[config.mk]
export PLATFORM = sky130hd
export DESIGN_NAME = stepper_trapezoid_ramp_flat
export DESIGN_NICKNAME = d
export VERILOG_FILES = /design/src/rtl/str_pkg.sv /design/src/rtl/str_if.sv /design/src/rtl/stepper_trapezoid_ramp.sv /design/src/flat_wrapper.sv
export SDC_FILE = /design/constraint.sdc
export NUM_CORES = 1
export LEC_CHECK = 0
export BUFFER_PORTS_ARGS = -buffer_cell sky130_fd_sc_hd__buf_4
export CORE_MARGIN = 2
export CORE_UTILIZATION = 42
export CTS_CLUSTER_DIAMETER = 150
export DETAILED_ROUTE_END_ITERATION = 12
export GPL_TIMING_DRIVEN = 0
export PLACE_DENSITY = 0.69
export SYNTH_ARGS = -nofsm -noshare
export SYNTH_HDL_FRONTEND = slang
export SYNTH_SLANG_ARGS = --single-unit
[constraint.sdc]
create_clock -name clk -period 5.7 [get_ports clk]
set_input_delay 1.71 -clock clk [delete_from_list [all_inputs] [get_ports clk]]
set_output_delay 1.71 -clock clk [all_outputs]
set_load 0.005 [all_outputs]
[src/rtl/str_pkg.sv]
// Package for the stepper trapezoid ramp: widths, codes, stage and FSM types.
// No dependencies; used by the interfaces, the top level and the checker.
package str_pkg;

  localparam int POS_W      = 32;
  localparam int RATE_W     = 16;
  localparam int RELOAD_W   = 16;
  localparam int CFG_DATA_W = 32;
  localparam int CFG_IDX_W  = 3;

  // timer base 2000000 fits in 21 bits; one quotient bit per cycle
  localparam int DIV_W     = 21;
  localparam int DIV_CNT_W = $clog2(DIV_W);
  localparam logic [DIV_W-1:0] TIMER_BASE = 21'd2000000;

  typedef enum logic [1:0] {
    ACT_TICK  = 2'd0,
    ACT_STEP  = 2'd1,
    ACT_START = 2'd2,
    ACT_NOP   = 2'd3
  } action_t;

  typedef enum logic [1:0] {
    STG_STOP   = 2'd0,
    STG_ACCEL  = 2'd1,
    STG_CRUISE = 2'd2,
    STG_DECEL  = 2'd3
  } stage_t;

  typedef enum logic [CFG_IDX_W-1:0] {
    REG_ACCEL_INC  = 3'd0,
    REG_CRUISE     = 3'd1,
    REG_DECEL_DEC  = 3'd2,
    REG_ACCEL_END  = 3'd3,
    REG_CRUISE_END = 3'd4,
    REG_MOVE_END   = 3'd5,
    REG_SHORT_MOVE = 3'd6
  } cfg_reg_t;

  typedef enum logic [1:0] {
    ST_IDLE = 2'd0,
    ST_DIV  = 2'd1,
    ST_PUSH = 2'd2
  } ctrl_state_t;

  typedef struct packed {
    logic [RELOAD_W-1:0] reload_period;
    logic                period_valid;
    stage_t              stage;
    logic [POS_W-1:0]    position;
    logic                busy_res;
    logic                move_done;
  } result_t;

endpackage

[src/rtl/str_if.sv]
// Valid/ready channel interfaces: command beats in, result beats out.
// Depends on str_pkg for field widths.
interface str_cmd_if;
  import str_pkg::*;
  logic       valid;
  logic       ready;
  logic [1:0] action;
  logic       direction;
  modport source (output valid, action, direction, input ready);
  modport sink   (input valid, action, direction, output ready);
endinterface

interface str_res_if;
  import str_pkg::*;
  logic                       valid;
  logic                       ready;
  logic        [RELOAD_W-1:0] reload_period;
  logic                       period_valid;
  logic        [1:0]          stage;
  logic signed [POS_W-1:0]    position;
  logic                       busy_res;
  logic                       move_done;
  modport source (output valid, reload_period, period_valid, stage, position, busy_res,
                  move_done, input ready);
  modport sink   (input valid, reload_period, period_valid, stage, position, busy_res,
                  move_done, output ready);
endinterface

[src/rtl/stepper_trapezoid_ramp.sv]
// One-axis trapezoidal/triangular stepper profile with bit-serial reload divider.
// Depends on str_pkg and the channel interfaces in str_if.sv.
//
//   channel  dir  handshake     beat contents
//   cmd      in   valid/ready   action, direction
//   res      out  valid/ready   reload_period, period_valid, stage, position,
//                               busy_res, move_done
//   cfg      in   cfg_we        cfg_index, cfg_data (no read-back)
//
// Steps: a ramp tick during a move with nonzero rate goes from accept through
//   21 restoring-division steps to the load of the result register; the
//   one-bit-per-cycle divider computes 2000000/rate. Every other beat goes
//   from accept straight to the load. The load waits while res is stalled.
// One beat is in work at a time; cmd.ready is high only while idle.
// A finished result waits in the output register while the next beat is
//   taken; a stalled res side holds the next result in the pending register.
// Reset (rst, synchronous) clears FSM, config, position, stage, rate, busy, out valid.
module stepper_trapezoid_ramp (
  input  logic                            clk,
  input  logic                            rst,
  input  logic                            cfg_we,
  input  logic [str_pkg::CFG_IDX_W-1:0]   cfg_index,
  input  logic [str_pkg::CFG_DATA_W-1:0]  cfg_data,
  str_cmd_if.sink                         cmd,
  str_res_if.source                       res
);
  import str_pkg::*;

  // configuration registers
  logic [RATE_W-1:0] accel_increment;
  logic [RATE_W-1:0] cruise_rate;
  logic [RATE_W-1:0] decel_decrement;
  logic [POS_W-1:0]  accel_end_position;
  logic [POS_W-1:0]  cruise_end_position;
  logic [POS_W-1:0]  move_end_position;
  logic              short_move;

  // axis state
  logic [POS_W-1:0]  step_count;
  stage_t            motion_stage;
  logic [RATE_W-1:0] step_rate;
  logic              busy;

  // FSM
  ctrl_state_t state, state_next;
  logic        cmd_fire;
  logic        res_load;

  // beat evaluation
  logic [RATE_W:0]   rate_sum;
  logic [POS_W-1:0]  count_step;
  logic [POS_W-1:0]  count_next;
  stage_t            stage_next;
  logic [RATE_W-1:0] rate_next;
  logic              busy_next;
  logic              item_done;
  logic              item_period;
  logic              start_div;

  // pending result and divider
  result_t              pend;
  result_t              pend_out;
  logic                 pend_div;
  logic [RATE_W-1:0]    rem;
  logic [DIV_W-1:0]     dvd;     // dividend in, quotient shifted in from the bottom
  logic [DIV_CNT_W-1:0] div_cnt;
  logic                 div_last;
  logic [RATE_W:0]      trial;
  logic                 trial_ge;
  logic [RATE_W:0]      trial_diff;
  logic [DIV_W-1:0]     quot_m1;
  logic [RELOAD_W-1:0]  reload_div;

  // output register
  logic    out_valid;
  result_t out_res;

  assign cmd_fire = cmd.valid && cmd.ready;

  // ---------------------------------------------------------------------------
  // Beat evaluation: new position, stage, rate and flags for the beat on cmd.
  // ---------------------------------------------------------------------------
  always_comb begin
    rate_sum    = {1'b0, step_rate} + {1'b0, accel_increment};
    count_step  = cmd.direction ? step_count + POS_W'(1) : step_count - POS_W'(1);
    count_next  = step_count;
    stage_next  = motion_stage;
    rate_next   = step_rate;
    busy_next   = busy;
    item_done   = 1'b0;
    item_period = 1'b0;
    unique case (action_t'(cmd.action))
      ACT_TICK: begin
        unique case (motion_stage)
          STG_ACCEL:  rate_next = rate_sum[RATE_W] ? '1 : rate_sum[RATE_W-1:0];
          STG_CRUISE: rate_next = cruise_rate;
          STG_DECEL:  rate_next = (step_rate > decel_decrement) ?
                                  step_rate - decel_decrement : '0;
          STG_STOP:   rate_next = step_rate;
        endcase
        item_period = busy;
      end
      ACT_STEP: begin
        count_next = count_step;
        // accel end wins over cruise end, which wins over move end
        if (count_step == accel_end_position) begin
          stage_next = short_move ? STG_DECEL : STG_CRUISE;
        end else if (count_step == cruise_end_position && !short_move) begin
          stage_next = STG_DECEL;
        end else if (motion_stage == STG_DECEL && count_step == move_end_position) begin
          stage_next = STG_STOP;
          busy_next  = 1'b0;
          rate_next  = '0;
          item_done  = 1'b1;
        end
      end
      ACT_START: begin
        busy_next  = 1'b1;
        stage_next = STG_ACCEL;
        rate_next  = '0;
      end
      ACT_NOP: begin
        busy_next = busy;
      end
    endcase
    // zero rate reloads all ones without dividing
    start_div = item_period && (rate_next != '0);
  end

  // ---------------------------------------------------------------------------
  // Restoring divider step: one quotient bit per cycle.
  // ---------------------------------------------------------------------------
  always_comb begin
    trial      = {rem, dvd[DIV_W-1]};
    trial_ge   = trial >= {1'b0, step_rate};
    trial_diff = trial - {1'b0, step_rate};
    div_last   = div_cnt == DIV_CNT_W'(DIV_W - 1);
    // reload = quotient - 1, clipped to 16 bits (quotient is at least 30 here)
    quot_m1    = dvd - DIV_W'(1);
    reload_div = (|quot_m1[DIV_W-1:RELOAD_W]) ? '1 : quot_m1[RELOAD_W-1:0];
    // result as it goes to the output register
    pend_out   = pend;
    if (pend_div) begin
      pend_out.reload_period = reload_div;
    end
  end

  // ---------------------------------------------------------------------------
  // Control FSM
  // ---------------------------------------------------------------------------
  always_ff @(posedge clk) begin
    if (rst) begin
      state <= ST_IDLE;
    end else begin
      state <= state_next;
    end
  end

  always_comb begin
    state_next = state;
    cmd.ready  = 1'b0;
    res_load   = 1'b0;
    unique case (state)
      ST_IDLE: begin
        cmd.ready = 1'b1;
        if (cmd.valid) begin
          state_next = start_div ? ST_DIV : ST_PUSH;
        end
      end
      ST_DIV: begin
        if (div_last) begin
          state_next = ST_PUSH;
        end
      end
      ST_PUSH: begin
        if (!out_valid || res.ready) begin
          res_load   = 1'b1;
          state_next = ST_IDLE;
        end
      end
      default: state_next = ST_IDLE;
    endcase
  end

  // ---------------------------------------------------------------------------
  // Control state: config, axis state, output valid
  // ---------------------------------------------------------------------------
  always_ff @(posedge clk) begin
    if (rst) begin
      accel_increment     <= '0;
      cruise_rate         <= '0;
      decel_decrement     <= '0;
      accel_end_position  <= '0;
      cruise_end_position <= '0;
      move_end_position   <= '0;
      short_move          <= 1'b0;
      step_count          <= '0;
      motion_stage        <= STG_STOP;
      step_rate           <= '0;
      busy                <= 1'b0;
      out_valid           <= 1'b0;
    end else begin
      if (cfg_we) begin
        case (cfg_reg_t'(cfg_index))
          REG_ACCEL_INC:  accel_increment     <= cfg_data[RATE_W-1:0];
          REG_CRUISE:     cruise_rate         <= cfg_data[RATE_W-1:0];
          REG_DECEL_DEC:  decel_decrement     <= cfg_data[RATE_W-1:0];
          REG_ACCEL_END:  accel_end_position  <= cfg_data[POS_W-1:0];
          REG_CRUISE_END: cruise_end_position <= cfg_data[POS_W-1:0];
          REG_MOVE_END:   move_end_position   <= cfg_data[POS_W-1:0];
          REG_SHORT_MOVE: short_move          <= cfg_data[0];
          default:        ;
        endcase
      end
      if (cmd_fire) begin
        step_count   <= count_next;
        motion_stage <= stage_next;
        step_rate    <= rate_next;
        busy         <= busy_next;
      end
      if (res_load) begin
        out_valid <= 1'b1;
      end else if (res.ready) begin
        out_valid <= 1'b0;
      end
    end
  end

  // ---------------------------------------------------------------------------
  // Payload: pending result, divider shift registers, output register
  // ---------------------------------------------------------------------------
  always_ff @(posedge clk) begin
    if (cmd_fire) begin
      pend.reload_period <= item_period ? '1 : '0;
      pend.period_valid  <= item_period;
      pend.stage         <= stage_next;
      pend.position      <= count_next;
      pend.busy_res      <= busy_next;
      pend.move_done     <= item_done;
      pend_div           <= start_div;
      rem                <= '0;
      dvd                <= TIMER_BASE;
      div_cnt            <= '0;
    end else if (state == ST_DIV) begin
      rem     <= trial_ge ? trial_diff[RATE_W-1:0] : trial[RATE_W-1:0];
      dvd     <= {dvd[DIV_W-2:0], trial_ge};
      div_cnt <= div_cnt + DIV_CNT_W'(1);
    end
    if (res_load) begin
      out_res <= pend_out;
    end
  end

  assign res.valid         = out_valid;
  assign res.reload_period = out_res.reload_period;
  assign res.period_valid  = out_res.period_valid;
  assign res.stage         = out_res.stage;
  assign res.position      = signed'(out_res.position);
  assign res.busy_res      = out_res.busy_res;
  assign res.move_done     = out_res.move_done;

endmodule

[src/flat_wrapper.sv]
// flat-port wrapper written by rule: the top's interface ports become plain ports
module stepper_trapezoid_ramp_flat import str_pkg::*;
  (clk, rst, cfg_we, cfg_index, cfg_data, cmd_valid, cmd_action, cmd_direction, cmd_ready, res_valid, res_reload_period, res_period_valid, res_stage, res_position, res_busy_res, res_move_done, res_ready);
  str_cmd_if cmd_i ();
  str_res_if res_i ();
  input  logic clk;
  input  logic rst;
  input  logic cfg_we;
  input  logic [str_pkg::CFG_IDX_W-1:0] cfg_index;
  input  logic [str_pkg::CFG_DATA_W-1:0] cfg_data;
  input wire logic [$bits(cmd_i.valid)-1:0] cmd_valid;
  input wire logic [$bits(cmd_i.action)-1:0] cmd_action;
  input wire logic [$bits(cmd_i.direction)-1:0] cmd_direction;
  output wire logic [$bits(cmd_i.ready)-1:0] cmd_ready;
  output wire logic [$bits(res_i.valid)-1:0] res_valid;
  output wire logic [$bits(res_i.reload_period)-1:0] res_reload_period;
  output wire logic [$bits(res_i.period_valid)-1:0] res_period_valid;
  output wire logic [$bits(res_i.stage)-1:0] res_stage;
  output wire logic [$bits(res_i.position)-1:0] res_position;
  output wire logic [$bits(res_i.busy_res)-1:0] res_busy_res;
  output wire logic [$bits(res_i.move_done)-1:0] res_move_done;
  input wire logic [$bits(res_i.ready)-1:0] res_ready;
  assign cmd_i.valid = cmd_valid;
  assign cmd_i.action = cmd_action;
  assign cmd_i.direction = cmd_direction;
  assign cmd_ready = cmd_i.ready;
  assign res_valid = res_i.valid;
  assign res_reload_period = res_i.reload_period;
  assign res_period_valid = res_i.period_valid;
  assign res_stage = res_i.stage;
  assign res_position = res_i.position;
  assign res_busy_res = res_i.busy_res;
  assign res_move_done = res_i.move_done;
  assign res_i.ready = res_ready;
  stepper_trapezoid_ramp u_core (.clk(clk), .rst(rst), .cfg_we(cfg_we), .cfg_index(cfg_index), .cfg_data(cfg_data), .cmd(cmd_i), .res(res_i));
endmodule
==> out/qor.yml <==
antenna_found_initial: 0
htreeDepth: 2
grt_pass1_vias: 17100
slew-limit-headroom_pct: 27.65
synth_top_family_by_area: "compound AO/OA/AOI/OAI gates"
synthCells: 2354
clock_latency_ns: 0.58
first_iter_violations: 1905
synthSimpleGateAreaFrac_pct: 20.63
synthAdderAreaFrac_pct: 5.862
grt_start_max_net_pins: 37
globalRouteOverflowTotal: 0
portBuffers: 97
cts_hold_buf: 0
synth_cell_types: 93
synth_most_common_cell: "nand2_1"
synth_edf_count: 91
grt-busiest-layer: "met2"
num_io_pins: 98
yosys-top-cells-count: "nand2_1 (500), a21oi_1 (316), dfxtp_1 (241)"
r2r-start: "u_core.step_count[1]"
synth_top_area_share_pct: 24.73
synth_top_cells_by_area: "dfxtp_1 (25%), edfxtp_1 (14%), nand2_1 (9.6%)"
r2r_end: "u_core.pend[34]"
design_area_mm2: 0.02320
dr.pass1.iters: 8
crit_path_start: "cmd_direction"
final_util_pct: 50.91
drt-vias-per-instance: 5.828
grt_pass1_wl_um: 99160
critical_path_class: "input pin to flip-flop"
track_usage_pct: 26.97
cts.sinks: 332
cp.required_ns: 6.01
worst-endpoint-arrival_ns: 6.07
slew_violations: 0
wirelength_um: 65630
ys_seq_elements: 332
cpLargestDelayFamily: "simple AND/OR/NAND/NOR gates"
setup.worst_path.start_class: "input pin"
cp-end-kind: "flip-flop"
crit_fanout: 15
rows: 78
die_w_um: 219.5
place_area_mm2: 0.02105
powerDensity_mw_per_mm2: 271.2
max_freq_mhz: 173.8
synth-xor-area-share_pct: 7.369
synth.area.mux_share_pct: 1.918
clk_path_buf_depth: 3
fin_nets: 2661
rsz0062_at_grt: "yes"
ff2ff_path_depth: 15
cpMaxStageDelayCell: "or4_4"
routabilityCongestion: 0.9784
failed_checks: "setup timing"
fillers: 4276
die_h_um: 219.5
timing.hold.ws_ns: 0.4173
endpoint: "u_core.pend[34]"
ir_drop_uv: 258.1
area_delta_synth_final_pct: 18.94
synth_compound_area_share_pct: 21.39
leakagePower_nw: 8.626
synth_flop_cell: "dfxtp_1"
grtUsageMet2_pct: 39.67
ys_seq_area_share_pct: 38.74
grt_use_met3_pct: 5.369
layout_setup_ws_ns: -0.05462
path_depth: 18
path_clk_slew_ns: 0.06
ys_warn_count: 0
cts_tree: "yes"
avgRoutedWirePerCell_um: 20.78
syn-num-nets: 2486
fin_crit_sh_pct: 101.0
coreArea_mm2: 0.04558
worstMarginPinSlew_ns: 1.077
cts_root_buffer: "clkbuf_16"
use_met1_pct: 39.15
die_area_mm2: 0.04819
ant_nets: 0
n_antenna_cell: 0
final_layout_size_suffix_gt1_share_pct: 13.72
rrSetupSlack_ns: 1.10
route.detailed.drc: 0
async_reset_ff_share_pct: 0
run_status: "complete, but fails checks"
period_needed_ns: 5.755
fin_tns_setup_ns: -0.1571
totalPowerFinal_mw: 6.292
fin_skew_ns: 0.02784
slowest_delay_ns: 0.51
hold_class: "flip-flop to flip-flop"
vias: 18410
timing_hold_violations_final: 0
initial_core_util_pct: 42.80
cp_num_buf_inv: 5
hpwlAfterDp_um: 50180
yosysTopAreaCell: "dfxtp_1"
syn_area_mm2: 0.01951
setup_viol: 8
cap_violations: 0
cts_buffers: 38
avgSynthCellArea_um2: 8.287
path_cells: "buf_12, clkinvlp_4, buf_12, fa_2, a211oi_4, o211ai_1, buf_4, and3_1, a21boi_2, xnor3_1, or4b_4, a2111oi_4, o2111ai_2, or4_4, buf_4, nor2_2, nand3b_1, a21oi_2"
-- area by class of cell --
type | instances | area [um^2] | area share [%]
multi-input combinational | 1820 | 11650 | 50.21
sequential | 332 | 7557 | 32.57
timing repair buffer | 136 | 1087 | 4.686
clock buffer | 45 | 1028 | 4.432
tap | 600 | 750.7 | 3.235
buffer | 118 | 493.0 | 2.125
clock inverter | 25 | 314.1 | 1.353
inverter | 81 | 307.8 | 1.327
timing repair inverter | 2 | 15.01 | 0.06471
-- where the power goes --
part           total (mW)  internal, mW  switching (mW)
sequential           2.59          2.54          0.0523
clock                2.64          1.58            1.06
combinational        1.06         0.402           0.658
total                6.29          4.52            1.77
-- cell families after synthesis --
family	Yosys count
adders and majority gates	89
xor gates and xnor gates	142
buffers and inverters	202
muxes	34
and+or+nand+nor	896
DFF	332
AOI/OAI and AO/OA	659
-- per-layer routing --
metal	vias to the layer above	wire, um
li1	8774	-
met4	0	2312
met5	-	0
met1	8736	29670
met2	777	27570
met3	123	6078
-- worst min path at each step --
stage                                from                 endpoint  slack, ns  cells past startpoint
after floorplan            u_core.pend[1]      u_core.res.busy_res       0.40                      0
after global placement    u_core.pend[27]  u_core.res.position[25]       0.40                      0
after detailed placement  u_core.pend[13]  u_core.res.position[11]       0.40                      0
after CTS                 u_core.pend[35]      u_core.res.stage[1]       0.42                      0
after global routing      u_core.pend[13]  u_core.res.position[11]       0.42                      0
final                     u_core.pend[13]  u_core.res.position[11]       0.42                      0
-- flip-flops by register name, summed over array words and instances (netlist names), 5 cells and up --
name	count
u_core.res.position	32
u_core.cruise_end_position	32
u_core.step_count	32
u_core.accel_end_position	32
u_core.res.reload_period	16
u_core.div_cnt	5
u_core.decel_decrement	16
u_core.dvd	21
u_core.pend	37
u_core.accel_increment	16
u_core.step_rate	16
u_core.move_end_position	32
u_core.rem	16
u_core.cruise_rate	16
-- repair_timing --
action                     4_1_cts  5_1_grt
gates cloned                     2        1
setup endpoints to repair       26       26
pin swaps                       18       21
resized for setup               64       46
setup buffers                   25       11
-- placed cells by master (no fill, tap or decap), types with 10 or more instances in the layout --
cell / instances
xor2_1: 49
nand3_1: 40
and3_1: 14
clkbuf_16: 39
nor2b_1: 19
nand4_1: 35
buf_4: 131
and4_1: 10
nor3_1: 34
inv_1: 80
xnor3_1: 13
nand2_1: 499
nor4_1: 16
ha_1: 84
and2_1: 11
clkbuf_1: 90
o21ai_0: 71
buf_2: 16
a21oi_1: 306
edfxtp_1: 91
or3_1: 20
a31oi_1: 11
o21a_1: 20
xnor2_1: 73
o211ai_1: 23
a21o_1: 19
nor2_1: 133
o221ai_1: 10
mux2_2: 27
or4_1: 10
a211oi_1: 14
dfxtp_1: 241
nand2b_1: 18
o22ai_1: 10
-- per-stage QoR --
stage                     instances  setup WS (ns)
after global routing           3159        -0.1067
final                          3159       -0.05462
after CTS                      3148        0.02382
after detailed placement       3053         -1.888
after global placement         3051         -1.870
after floorplan                2354        -0.1471
Power figures use the tool's default switching activity.
